<file path="src/design/mctb_pkg.sv">
// mctb_pkg: shared types and codes for the countdown timer bank.
// Holds the slot record layout, opcode/kind/status codes and time scale constants.
// No dependencies.
package mctb_pkg;

    // Operation codes carried on opcode
    typedef enum logic [2:0] {
        OP_TICK   = 3'd0,
        OP_CREATE = 3'd1,
        OP_CONFIG = 3'd2,
        OP_START  = 3'd3,
        OP_STOP   = 3'd4,
        OP_DELETE = 3'd5,
        OP_STATUS = 3'd6
    } opcode_t;

    // Result kinds
    localparam logic [1:0] KIND_ACK    = 2'd0;
    localparam logic [1:0] KIND_EXPIRY = 2'd1;
    localparam logic [1:0] KIND_TICK   = 2'd2;
    localparam logic [1:0] KIND_ERROR  = 2'd3;

    // Slot status codes
    localparam logic [1:0] ST_UNUSED  = 2'd0;
    localparam logic [1:0] ST_RUNNING = 2'd1;
    localparam logic [1:0] ST_STOPPED = 2'd2;
    localparam logic [1:0] ST_DONE    = 2'd3;

    // Timer modes
    localparam logic [1:0] MODE_SINGLE   = 2'd1;
    localparam logic [1:0] MODE_PERIODIC = 2'd2;

    // Timeout units
    localparam logic [1:0] UNIT_MS   = 2'd0;
    localparam logic [1:0] UNIT_SEC  = 2'd1;
    localparam logic [1:0] UNIT_MIN  = 2'd2;
    localparam logic [1:0] UNIT_KEEP = 2'd3;

    // Time scale factors
    localparam int unsigned MS_PER_S  = 1000;
    localparam int unsigned S_PER_MIN = 60;
    localparam logic [15:0] SCALE_SEC = 16'(MS_PER_S);
    localparam logic [15:0] SCALE_MIN = 16'(MS_PER_S * S_PER_MIN);

    // Widths
    localparam int STEP_W  = 10;
    localparam int TIME_W  = 32;
    localparam int PROD_W  = TIME_W + 16;

    // One slot as stored in the slot memory
    typedef struct packed {
        logic [1:0]        status;
        logic [1:0]        mode;
        logic              notify;
        logic [TIME_W-1:0] timeout;
        logic [TIME_W-1:0] count;
    } slot_rec_t;

    // Request into the slot update logic
    typedef struct packed {
        logic              tick;
        opcode_t           op;
        logic [1:0]        mode;
        logic [1:0]        unit;
        logic              notify;
        logic [TIME_W-1:0] tv;
        logic [PROD_W-1:0] prod;
        logic [STEP_W-1:0] step;
    } upd_req_t;

    // Flags back from the slot update logic
    typedef struct packed {
        logic wr;
        logic fire;
    } upd_flags_t;

endpackage

</file>
<file path="src/design/mctb_slot_mem.sv">
// mctb_slot_mem: slot record memory, one write and one read port, registered read.
// Depends on mctb_pkg for the slot record type.
module mctb_slot_mem #(
    parameter int DEPTH = 16,
    parameter int AW    = 4
) (
    input  logic                clk,
    input  logic                wr_en,
    input  logic [AW-1:0]       wr_addr,
    input  mctb_pkg::slot_rec_t wr_data,
    input  logic                rd_en,
    input  logic [AW-1:0]       rd_addr,
    output mctb_pkg::slot_rec_t rd_data
);
    import mctb_pkg::*;

    slot_rec_t mem [DEPTH];
    slot_rec_t rd_data_reg;

    // Write port
    always_ff @(posedge clk)
    begin
        if (wr_en)
        begin
            mem[wr_addr] <= wr_data;
        end
    end

    // Read port, registered
    always_ff @(posedge clk)
    begin
        if (rd_en)
        begin
            rd_data_reg <= mem[rd_addr];
        end
    end

    assign rd_data = rd_data_reg;

endmodule

</file>
<file path="src/design/mctb_slot_update.sv">
// mctb_slot_update: next slot record for one tick visit or one slot command.
// Depends on mctb_pkg for record, request and flag types.
module mctb_slot_update (
    input  mctb_pkg::upd_req_t   req,
    input  mctb_pkg::slot_rec_t  rec_in,
    output mctb_pkg::slot_rec_t  rec_out,
    output mctb_pkg::upd_flags_t flags
);
    import mctb_pkg::*;

    logic [TIME_W-1:0] cnt;
    logic [TIME_W-1:0] scaled;

    // Saturate the scaled timeout to 32 bits
    assign scaled = (|req.prod[PROD_W-1:TIME_W]) ? '1 : req.prod[TIME_W-1:0];

    always_comb
    begin
        rec_out = rec_in;
        flags   = '0;
        cnt     = '0;
        if (req.tick)
        begin
            // Countdown with floor at zero, then expiry handling
            if (rec_in.status == ST_RUNNING)
            begin
                flags.wr = 1'b1;
                if (rec_in.count >= TIME_W'(req.step))
                begin
                    cnt = rec_in.count - TIME_W'(req.step);
                end
                rec_out.count = cnt;
                if (cnt == '0)
                begin
                    case (rec_in.mode)
                        MODE_SINGLE:
                        begin
                            rec_out.status = ST_DONE;
                            flags.fire     = rec_in.notify;
                        end
                        MODE_PERIODIC:
                        begin
                            rec_out.count = rec_in.timeout;
                            flags.fire    = rec_in.notify;
                        end
                        default:
                        begin
                            // unused mode sits at zero, still running
                        end
                    endcase
                end
            end
        end
        else
        begin
            case (req.op)
                OP_CONFIG:
                begin
                    flags.wr       = 1'b1;
                    rec_out.mode   = req.mode;
                    rec_out.notify = req.notify;
                    case (req.unit)
                        UNIT_MS:  rec_out.timeout = req.tv;
                        UNIT_SEC: rec_out.timeout = scaled;
                        UNIT_MIN: rec_out.timeout = scaled;
                        default:  rec_out.timeout = rec_in.timeout;
                    endcase
                end
                OP_START:
                begin
                    flags.wr = 1'b1;
                    if (rec_in.timeout != '0)
                    begin
                        rec_out.status = ST_RUNNING;
                        rec_out.count  = rec_in.timeout;
                    end
                end
                OP_STOP:
                begin
                    flags.wr       = 1'b1;
                    rec_out.status = ST_STOPPED;
                end
                default:
                begin
                    // status read leaves the slot as is
                end
            endcase
        end
    end

endmodule

</file>
<file path="src/design/multi_slot_countdown_timer_bank_unit.sv">
// multi_slot_countdown_timer_bank_unit: bank of countdown timers in fixed slots.
// Depends on mctb_pkg, mctb_slot_mem and mctb_slot_update.
//
//  channel   | handshake               | beat carries
//  ----------+-------------------------+---------------------------------------------
//  command   | start / busy            | opcode, timer_index, timeout_value, mode,
//            |                         | unit, notify
//  result    | result_strobe           | kind, slot, status, last
//  config    | cfg_valid / cfg_ready   | cfg_tick_step
//
// Create, delete and rejected commands are decided in S_IDLE; configure, start, stop and
// status also pass through S_CMD (slot memory read, then update and write back).
// A tick sweeps every slot: it reads one slot per cycle from the slot memory and
// writes it back the next, then gives the final beat in S_TICK_END.
// Results are registered one-cycle strobes, shown in the cycle after they are decided.
// Reset clears allocation, control state and sets tick_step to 1; slot memory
// needs no clearing since create writes a zeroed record. The receiver cannot stall.
module multi_slot_countdown_timer_bank_unit #(
    parameter int NUM_TIMERS = 16
) (
    input  logic                         clk,
    input  logic                         rst_n,
    input  logic                         start,
    output logic                         busy,
    input  logic [2:0]                   opcode,
    input  logic [3:0]                   timer_index,
    input  logic [31:0]                  timeout_value,
    input  logic [1:0]                   mode,
    input  logic [1:0]                   unit,
    input  logic                         notify,
    output logic                         result_strobe,
    output logic [1:0]                   kind,
    output logic [3:0]                   slot,
    output logic [1:0]                   status,
    output logic                         last,
    input  logic                         cfg_valid,
    output logic                         cfg_ready,
    input  logic [mctb_pkg::STEP_W-1:0]  cfg_tick_step
);
    import mctb_pkg::*;

    localparam int SLOTS = (NUM_TIMERS < 16) ? NUM_TIMERS : 16;
    localparam int IW    = (SLOTS > 1) ? $clog2(SLOTS) : 1;

    typedef enum logic [1:0] {
        S_IDLE,
        S_CMD,
        S_TICK,
        S_TICK_END
    } state_t;

    // Control state
    state_t            state_reg, state_next;
    logic [SLOTS-1:0]  alloc_reg, alloc_next;
    logic [IW-1:0]     ptr_reg, ptr_next;
    logic              pend_valid_reg, pend_valid_next;
    logic [IW-1:0]     pend_slot_reg, pend_slot_next;
    logic [1:0]        pend_status_reg, pend_status_next;
    logic [STEP_W-1:0] tick_step_reg, tick_step_next;
    logic              strobe_reg, strobe_next;
    logic [1:0]        kind_reg, kind_next;
    logic [3:0]        slot_reg, slot_next;
    logic [1:0]        status_reg, status_next;
    logic              last_reg, last_next;

    // Latched command payload
    opcode_t           op_reg;
    logic [IW-1:0]     cmd_idx_reg;
    logic [TIME_W-1:0] tv_reg;
    logic [1:0]        mode_reg;
    logic [1:0]        unit_reg;
    logic              notify_reg;
    logic [PROD_W-1:0] prod_reg;
    logic [PROD_W-1:0] prod_next;
    logic [15:0]       scale_k;

    // Memory ports
    logic              wr_en;
    logic [IW-1:0]     wr_addr;
    slot_rec_t         wr_data;
    logic              rd_en;
    logic [IW-1:0]     rd_addr;
    slot_rec_t         rd_data;

    // Update logic
    upd_req_t          upd_req;
    slot_rec_t         upd_rec;
    upd_flags_t        upd_flags;

    logic              accept;
    opcode_t           op_in;
    logic [IW-1:0]     idx_a;
    logic              cmd_ok;
    logic              free_found;
    logic [IW-1:0]     free_idx;
    logic              slot_live;

    assign accept    = start && (state_reg == S_IDLE);
    assign busy      = (state_reg != S_IDLE);
    assign cfg_ready = (state_reg == S_IDLE);
    assign op_in     = opcode_t'(opcode);
    assign idx_a     = timer_index[IW-1:0];
    assign cmd_ok    = (32'(timer_index) < SLOTS) && alloc_reg[idx_a];
    assign slot_live = alloc_reg[ptr_reg];

    // Lowest free slot
    always_comb
    begin
        free_found = 1'b0;
        free_idx   = '0;
        for (int i = SLOTS - 1; i >= 0; i--)
        begin
            if (!alloc_reg[i])
            begin
                free_found = 1'b1;
                free_idx   = IW'(i);
            end
        end
    end

    // Timeout scaling product, registered before use
    assign scale_k   = (unit == UNIT_MIN) ? SCALE_MIN : SCALE_SEC;
    assign prod_next = PROD_W'(timeout_value) * PROD_W'(scale_k);

    mctb_slot_mem #(
        .DEPTH (SLOTS),
        .AW    (IW)
    ) u_mem (
        .clk     (clk),
        .wr_en   (wr_en),
        .wr_addr (wr_addr),
        .wr_data (wr_data),
        .rd_en   (rd_en),
        .rd_addr (rd_addr),
        .rd_data (rd_data)
    );

    always_comb
    begin
        upd_req.tick   = (state_reg == S_TICK);
        upd_req.op     = op_reg;
        upd_req.mode   = mode_reg;
        upd_req.unit   = unit_reg;
        upd_req.notify = notify_reg;
        upd_req.tv     = tv_reg;
        upd_req.prod   = prod_reg;
        upd_req.step   = tick_step_reg;
    end

    mctb_slot_update u_upd (
        .req     (upd_req),
        .rec_in  (rd_data),
        .rec_out (upd_rec),
        .flags   (upd_flags)
    );

    // Sequencer next state
    always_comb
    begin
        state_next       = state_reg;
        alloc_next       = alloc_reg;
        ptr_next         = ptr_reg;
        pend_valid_next  = pend_valid_reg;
        pend_slot_next   = pend_slot_reg;
        pend_status_next = pend_status_reg;
        tick_step_next   = tick_step_reg;
        strobe_next      = 1'b0;
        kind_next        = kind_reg;
        slot_next        = slot_reg;
        status_next      = status_reg;
        last_next        = last_reg;
        wr_en            = 1'b0;
        wr_addr          = ptr_reg;
        wr_data          = upd_rec;
        rd_en            = 1'b0;
        rd_addr          = '0;

        if (cfg_valid && cfg_ready)
        begin
            tick_step_next = cfg_tick_step;
        end

        case (state_reg)
            S_IDLE:
            begin
                if (accept)
                begin
                    case (op_in)
                        OP_TICK:
                        begin
                            rd_en           = 1'b1;
                            rd_addr         = '0;
                            ptr_next        = '0;
                            pend_valid_next = 1'b0;
                            state_next      = S_TICK;
                        end
                        OP_CREATE:
                        begin
                            strobe_next = 1'b1;
                            status_next = ST_UNUSED;
                            last_next   = 1'b1;
                            if (free_found)
                            begin
                                alloc_next[free_idx] = 1'b1;
                                wr_en     = 1'b1;
                                wr_addr   = free_idx;
                                wr_data   = '0;
                                kind_next = KIND_ACK;
                                slot_next = 4'(free_idx);
                            end
                            else
                            begin
                                kind_next = KIND_ERROR;
                                slot_next = '0;
                            end
                        end
                        OP_DELETE:
                        begin
                            strobe_next = 1'b1;
                            slot_next   = timer_index;
                            status_next = ST_UNUSED;
                            last_next   = 1'b1;
                            if (cmd_ok)
                            begin
                                alloc_next[idx_a] = 1'b0;
                                kind_next         = KIND_ACK;
                            end
                            else
                            begin
                                kind_next = KIND_ERROR;
                            end
                        end
                        OP_CONFIG, OP_START, OP_STOP, OP_STATUS:
                        begin
                            if (cmd_ok)
                            begin
                                rd_en      = 1'b1;
                                rd_addr    = idx_a;
                                state_next = S_CMD;
                            end
                            else
                            begin
                                strobe_next = 1'b1;
                                kind_next   = KIND_ERROR;
                                slot_next   = timer_index;
                                status_next = ST_UNUSED;
                                last_next   = 1'b1;
                            end
                        end
                        default:
                        begin
                            strobe_next = 1'b1;
                            kind_next   = KIND_ERROR;
                            slot_next   = timer_index;
                            status_next = ST_UNUSED;
                            last_next   = 1'b1;
                        end
                    endcase
                end
            end

            // Write back the updated slot (not for status) and acknowledge
            S_CMD:
            begin
                wr_en       = upd_flags.wr;
                wr_addr     = cmd_idx_reg;
                strobe_next = 1'b1;
                kind_next   = KIND_ACK;
                slot_next   = 4'(cmd_idx_reg);
                status_next = upd_rec.status;
                last_next   = 1'b1;
                state_next  = S_IDLE;
            end

            // Sweep: slot ptr_reg data is here, next slot is read
            S_TICK:
            begin
                wr_en   = slot_live && upd_flags.wr;
                wr_addr = ptr_reg;
                if (slot_live && upd_flags.fire)
                begin
                    // emit the held event, it is not the final one
                    if (pend_valid_reg)
                    begin
                        strobe_next = 1'b1;
                        kind_next   = KIND_EXPIRY;
                        slot_next   = 4'(pend_slot_reg);
                        status_next = pend_status_reg;
                        last_next   = 1'b0;
                    end
                    pend_valid_next  = 1'b1;
                    pend_slot_next   = ptr_reg;
                    pend_status_next = upd_rec.status;
                end
                if (ptr_reg == IW'(SLOTS - 1))
                begin
                    state_next = S_TICK_END;
                end
                else
                begin
                    rd_en    = 1'b1;
                    rd_addr  = IW'(ptr_reg + 1'b1);
                    ptr_next = IW'(ptr_reg + 1'b1);
                end
            end

            // Final beat of a tick
            S_TICK_END:
            begin
                strobe_next = 1'b1;
                last_next   = 1'b1;
                if (pend_valid_reg)
                begin
                    kind_next   = KIND_EXPIRY;
                    slot_next   = 4'(pend_slot_reg);
                    status_next = pend_status_reg;
                end
                else
                begin
                    kind_next   = KIND_TICK;
                    slot_next   = '0;
                    status_next = ST_UNUSED;
                end
                pend_valid_next = 1'b0;
                state_next      = S_IDLE;
            end

            default:
            begin
                state_next = S_IDLE;
            end
        endcase
    end

    // State and registered outputs
    always_ff @(posedge clk or negedge rst_n)
    begin
        if (!rst_n)
        begin
            state_reg       <= S_IDLE;
            alloc_reg       <= '0;
            ptr_reg         <= '0;
            pend_valid_reg  <= 1'b0;
            pend_slot_reg   <= '0;
            pend_status_reg <= '0;
            tick_step_reg   <= STEP_W'(1);
            strobe_reg      <= 1'b0;
            kind_reg        <= '0;
            slot_reg        <= '0;
            status_reg      <= '0;
            last_reg        <= 1'b0;
        end
        else
        begin
            state_reg       <= state_next;
            alloc_reg       <= alloc_next;
            ptr_reg         <= ptr_next;
            pend_valid_reg  <= pend_valid_next;
            pend_slot_reg   <= pend_slot_next;
            pend_status_reg <= pend_status_next;
            tick_step_reg   <= tick_step_next;
            strobe_reg      <= strobe_next;
            kind_reg        <= kind_next;
            slot_reg        <= slot_next;
            status_reg      <= status_next;
            last_reg        <= last_next;
        end
    end

    // Command payload capture
    always_ff @(posedge clk)
    begin
        if (accept)
        begin
            op_reg      <= op_in;
            cmd_idx_reg <= idx_a;
            tv_reg      <= timeout_value;
            mode_reg    <= mode;
            unit_reg    <= unit;
            notify_reg  <= notify;
            prod_reg    <= prod_next;
        end
    end

    assign result_strobe = strobe_reg;
    assign kind          = kind_reg;
    assign slot          = slot_reg;
    assign status        = status_reg;
    assign last          = last_reg;

endmodule
</file>
<file path="config.mk">
export PLATFORM = sky130hd
export DESIGN_NAME = multi_slot_countdown_timer_bank_unit
export DESIGN_NICKNAME = d
export VERILOG_FILES = /design/src/design/mctb_pkg.sv /design/src/design/mctb_slot_mem.sv /design/src/design/mctb_slot_update.sv /design/src/design/multi_slot_countdown_timer_bank_unit.sv
export SDC_FILE = /design/constraint.sdc
export NUM_CORES = 2
export LEC_CHECK = 0
export BUFFER_PORTS_ARGS = -buffer_cell sky130_fd_sc_hd__buf_2
export CORE_MARGIN = 5
export CORE_UTILIZATION = 60
export CTS_CLUSTER_SIZE = 10
export DETAILED_ROUTE_END_ITERATION = 8
export GPL_TIMING_DRIVEN = 0
export PLACE_DENSITY = 0.83
export SETUP_SLACK_MARGIN = 0.15
export SLEW_MARGIN = 20
export SYNTH_ARGS = -nofsm -noshare
export SYNTH_HDL_FRONTEND = slang
export SYNTH_SLANG_ARGS = --single-unit
</file>
<file path="constraint.sdc">
create_clock -name clk -period 9.8 [get_ports clk]
set_input_delay 1.47 -clock clk [delete_from_list [all_inputs] [get_ports clk]]
set_output_delay 1.47 -clock clk [all_outputs]
set_load 0.02 [all_outputs]
</file>
=== Yosys cells after proc, flatten, opt, wreduce, memory -nomap -nowiden ===
Memory sizes are Yosys's and may differ from the RTL's. A register that Yosys moved wholly into a read port is not among the register bits.
Index checks and enable logic that the tools add are counted.

* Add/subtract/negate cells: 2
* Multiply operators: 1
* Magnitude comparators: 6
* Eq/ne operators: 31
* Multiplexer cells: 142
* Bitwise gates (word level): 3
* Reduce and logical (&&, ||, !) cells: 27

{| class="wikitable"
|+ Operators with widths
! kind !! number
|-
| $mux W32 || 10
|-
| $mux W69 || 4
|-
| $mux W4 || 32
|-
| $mux W35 || 2
|-
| $pmux W32 S2 || 1
|-
| $mul A32 B16 Y48 || 1
|-
| $mux W16 || 3
|-
| $mux W1 || 44
|-
| $mux W2 || 21
|-
| $ge A32 B10 Y1 || 1
|-
| $logic_not A32 Y1 || 1
|-
| $pmux W16 S2 || 1
|-
| $reduce_bool A32 Y1 || 1
|-
| $sub A32 B10 Y32 || 1
|-
| $pmux W2 S4 || 3
|-
| $pmux W4 S2 || 3
|-
| $and A16 B16 Y16 || 1
|-
| $not A16 Y16 || 1
|-
| $or A16 B16 Y16 || 1
|-
| $pmux W4 S4 || 1
|-
| $reduce_or A16 Y1 || 1
|-
| $lt A4 B5 Y1 const B || 3
|-
| $ne A2 B2 Y1 const B || 7
|-
| $eq A3 B2 Y1 const B || 4
|-
| 28 further kinds || 64
|}

* Flip-flop bits (word level): 141
* Bits in writable memories: 1104
* Output and inout port bits: 12
* Word-level logic and storage cells: 232
* Memories kept: 1

{| class="wikitable"
|+ Memory list
! memory !! depth !! bits a word !! rd ports !! clocked after memory_dff !! wr ports !! line !! text
|-
| u_mem.mem || 16 || 69 || 1 || 1 || 1 || mctb_slot_mem.sv:17 || <nowiki>slot_rec_t mem [DEPTH];</nowiki>
|}

=== Longest topological paths before layout ===
* Word-level depth: 23
* Mapped depth: 26
* Depth with buffers taken out: 24

=== Hierarchy ===
A second synthesis with hierarchy kept.

* Cell total of the unflattened synthesis: 4022
* Area, all modules: 63338.2 µm²

{| class="wikitable"
|+ By module, submodules not included
! module !! instances !! cells an instance !! area an instance (µm²)
|-
| mctb_slot_mem || 1 || 1776 || 43394.1
|-
| multi_slot_countdown_timer_bank_unit || 1 || 1627 || 16310.6
|-
| mctb_slot_update || 1 || 619 || 3633.5
|}

=== Worst setup path before layout ===
Ideal clock, no wire load.

* Path type: input to register
* Start point: in start
* End point: mem u_mem.mem[12][0] in the netlist's numbering, enable pin
* Setup time: 0.504 ns
* Arrival: 7.741 ns
* Data required time: 9.296 ns
* Setup slack: 1.555 ns
* Stages on the path: 8
* Cells stage by stage: nand2_1 > inv_1 > and2_1 > clkbuf_1 > o21ai_0 > and2_1 > or3b_2 > nor2b_1

* Word-level cells in the longest chain between the ends: 5

{| class="wikitable"
|+ Ends and longest elaborated chain
! element !! line !! text
|-
| start: declaration || multi_slot_countdown_timer_bank_unit.sv:23 || <nowiki>input logic start,</nowiki>
|-
| $logic_and A1 B1 Y1 * || multi_slot_countdown_timer_bank_unit.sv:98 || <nowiki>assign accept = start && (state_reg == S_IDLE);</nowiki>
|-
| via accept || multi_slot_countdown_timer_bank_unit.sv:90 || <nowiki>logic accept;</nowiki>
|-
| $mux W1 || multi_slot_countdown_timer_bank_unit.sv:186 || <nowiki>if (accept)</nowiki>
|-
| $pmux W1 S3 || multi_slot_countdown_timer_bank_unit.sv:183 || <nowiki>case (state_reg)</nowiki>
|-
| $mux W1 || mctb_slot_mem.sv:23 || <nowiki>if (wr_en)</nowiki>
|-
| $mux W1 (implied by the code) || mctb_slot_mem.sv:25 || <nowiki>mem[wr_addr] <= wr_data;</nowiki>
|-
| end: declaration || mctb_slot_mem.sv:17 ||
|}

The timed path passes the listed nets; every way through them passes the cells marked *.

=== Worst setup path after layout ===
* Start point: in unit[0]
* End point: reg prod_reg[47] (data pin)

* Word-level cells in the longest chain between the ends: 3

{| class="wikitable"
|+ Ends and longest elaborated chain
! element !! line !! text
|-
| start: declaration || multi_slot_countdown_timer_bank_unit.sv:29 || <nowiki>input logic [1:0] unit,</nowiki>
|-
| $eq A2 B2 Y1 || multi_slot_countdown_timer_bank_unit.sv:122 || <nowiki>assign scale_k = (unit == UNIT_MIN) ? SCALE_MIN : SCALE_SEC;</nowiki>
|-
| $mux W16 || multi_slot_countdown_timer_bank_unit.sv:122 ||
|-
| $mul A32 B16 Y48 || multi_slot_countdown_timer_bank_unit.sv:123 || <nowiki>assign prod_next = PROD_W'(timeout_value) * PROD_W'(scale_k);</nowiki>
|-
| via prod_next[47] || multi_slot_countdown_timer_bank_unit.sv:74 || <nowiki>logic [PROD_W-1:0] prod_next;</nowiki>
|-
| end signal: assignment || multi_slot_countdown_timer_bank_unit.sv:381 || <nowiki>prod_reg <= prod_next;</nowiki>
|-
| end: declaration || multi_slot_countdown_timer_bank_unit.sv:73 || <nowiki>logic [PROD_W-1:0] prod_reg;</nowiki>
|}

The timed path passes the listed nets, and every way through them passes these cells.
A chain may end at the register's enable or synchronous reset.

==> out/results.ini <==
[detailed_routing]
drt-pass1-iter-count = 8
route.met3.wl_um = 21600
route.detailed.drc = 0
wl_met1_um = 63000
top_layer = met5
wl_met2_um = 85300
viasPerCell = 6.58
vias = 45900
routed_wl_um = 181000
wl_per_cell_um = 26.0
drt-initial-drc-count = 7147
ant_nets = 0

[grt]
first_global_vias = 46200
grt.overflow.total = 0
grt_use_total_pct = 31.9
grt_pass1_wl_um = 273000
grt_max_degree = 69
antenna_found_initial = 7

[sta]
hold_ws_ns = 0.481
tightest_slew_ns = 1.33
fin_crit_ns = 8.11
skew_ns = 0.0352
slew_viol_final = 0
finalSetupViolCount = 0
max_freq_mhz = 123
rsz0062_at_grt = no
slew-limit-headroom_pct = 11.1
hold_viol = 0
post-route-period-util_pct = 82.7

[synth]
synth_area_per_cell_um2 = 12.1
synth_area_mm2 = 0.0634
synth.area.top_cells = edfxtp_1 (60%), fa_1 (6.3%), nand2_1 (5.1%)
synth_largest_area_cell = edfxtp_1
yosysSeqAreaShare_pct = 61.7
synth_cells = 5245
synth_ff_type = edfxtp_1
synth_cell_types = 78
yosys-top-cells-count = edfxtp_1 (1262), nand2_1 (857), nor2_1 (435), a21oi_1 (374), o21ai_0 (297)
ys_ff_latch = 1311
synthMostInstantiatedCell = edfxtp_1
synth-edff-count = 1262
synthesis.nets = 5721
yosysTopAreaCellShare_pct = 59.8
synthArstFlopShare_pct = 3.74
yosysWarnings = 0

[power]
peakVddDrop_v = 0.000228
p_leak_nw = 25.9
cellPowerDensity_mw_per_mm2 = 369

[floorplanning]
dieWidth_um = 335
rows = 119
die_area_mm2 = 0.112
die_h_um = 335
design.core.area_mm2 = 0.105
initial_core_util_pct = 60.3
ios = 70

[critical_path]
crit_buf_inv = 4
r2r_cells = 14
crit_end = prod_reg[47]
crit_type = input port to flip-flop
cp_cell_sequence = buf_2 > nand2b_1 > clkbuf_1 > clkbuf_1 > nand2_1 > inv_1 > fa_1 > ha_1 > fa_1 > fa_1 > fa_1 > ha_1 > ha_1 > a21oi_1 > o221ai_1 > a41oi_1 > a31oi_1 > a311oi_1 > o211ai_1 > a41oi_1 > o21ai_0 > a21oi_1 > xnor2_1
cpMostUsedCell = fa_1
critPathArrivalTime_ns = 8.60
critPathCaptureType = flip-flop
crit_start = unit[0]
r2r_slack_ns = 3.48
cp_top_family = adder cells
slowest_stage = a311oi_1
cp.required_ns = 10.29
r2r-end = u_mem.mem[6][14]
critPathMaxStageDelay_ns = 0.69
cp_max_fo = 10
cp-start-kind = input port
cp.depth = 23
r2r-start = tick_step_reg[0]

[cts]
postCtsSetupBuffers = 0
ctsHoldBuffers = 0
htreeDepth = 4
cts_tree = yes
root_buffer = clkbuf_16
clock_latency_ns = 0.76
cts_resized = 0
clockBufferDepth = 3
cts_num_sinks = 1311
clk_pin_slew_worst_paths_ns = 0.05
cts_buffers = 149

[cells_and_area]
largest_register_ffs = 1104
stdcell_count = 6969
fillers = 6979
nNetsFinal = 6015
drive_above_1_share_pct = 7.85
synthToLayoutAreaGrowth_pct = 12.4

[outcome]
status = finished, final reports clean

[flow_run]
maxCapViolCount = 0

[placement]
dpl.cell_count = 6779
routabilityCongestion = 0.962
dp_hpwl_um = 124000
numPortBuffers = 69

[min_path]
hold_path.class = flip-flop to flip-flop
hp-start = last
hold_path_depth = 1

worst min-delay path by stage:
stage	endpoint
after floorplan	pend_status_reg[0]
after detailed placement	last
final	last
after global placement	last
after global routing	pend_status_reg[0]
after CTS	last
worst reg2reg max path, stage by stage, from the launching register on:
cell and delay [ns]:
dfstp_2 0.62, ha_1 0.19, inv_1 0.05, fa_1 0.45, a211oi_1 0.38, o21ai_1 0.28
a221o_1 0.37, a21oi_1 0.19, xor2_1 0.13, nor4_1 0.58, o2111ai_1 0.39, o21ai_2 0.66
a21oi_1 0.22, clkbuf_1 0.43, a211oi_2 1.00
area by class of cell:
cell class	count	area, um^2	area share [%]
sequential	1311	39100	54.9
multi-input combinational	3348	22300	31.3
clock buffer	173	3950	5.54
timing repair buffer	143	1750	2.45
tap	1391	1740	2.44
buffer	297	1140	1.60
inverter	289	1090	1.53
clock inverter	9	128	0.179
antenna	8	20.0	0.0281
layout by cell type (no fill, tap or decap), drive strengths merged, types with 29 or more instances in the layout:
| cell type | instances |
|---|---|
| nand3 | 164 |
| inv | 290 |
| a21o | 29 |
| a221oi | 43 |
| nor3 | 85 |
| nor2 | 435 |
| fa | 199 |
| nand2 | 857 |
| clkbuf | 443 |
| o21ai | 303 |
| a21oi | 374 |
| xor2 | 32 |
| edfxtp | 1262 |
| dfrtp | 48 |
| ha | 219 |
| buf | 170 |
| o22ai | 71 |
| xnor2 | 69 |
| a32oi | 138 |
report_power, final:
group,switching [W],leakage (nW),internal (W)
clock network,0.00207,1.98,0.00281
registers,0.000412,12.0,0.00792
logic,0.00913,11.9,0.00393
routing by layer:
metal | track usage, % | up-vias
li1 | - | 19500
met1 | 40.6 | 22200
met2 | 51.3 | 3408
met3 | 7.66 | 718
met4 | 17.3 | 4
met5 | 0 | -
cell families (layout without fill, tap and decap cells):
family,Yosys count,after routing,share of synthesized area [%]
AND/OR/NAND/NOR,1702,1702,11.3
flip-flops,1311,1311,61.7
XOR/XNOR,101,101,1.40
other,0,8,0
AO/OA/AOI/OAI,1091,1091,10.7
multiplexers,35,35,0.801
buffers and inverters,586,911,3.49
adder cells (fa/ha/maj),419,419,10.6
metrics by stage:
stage	util (%)	cell area, um^2	total power, W	setup WS [ns]	TNS (ns)
3_5_place_dp	63.9	67200	0.0209	1.13	0
3_3_place_gp	62.3	65500	0.0202	-2.84	-2477.54
4_1_cts	67.8	71200	0.0258	1.83	0
5_1_grt	67.8	71300	0.0275	1.39	0
6_report	67.8	71300	0.0263	1.69	0
2_1_floorplan	-	63400	0.0163	1.55	0
Power figures use the tool's default switching activity.
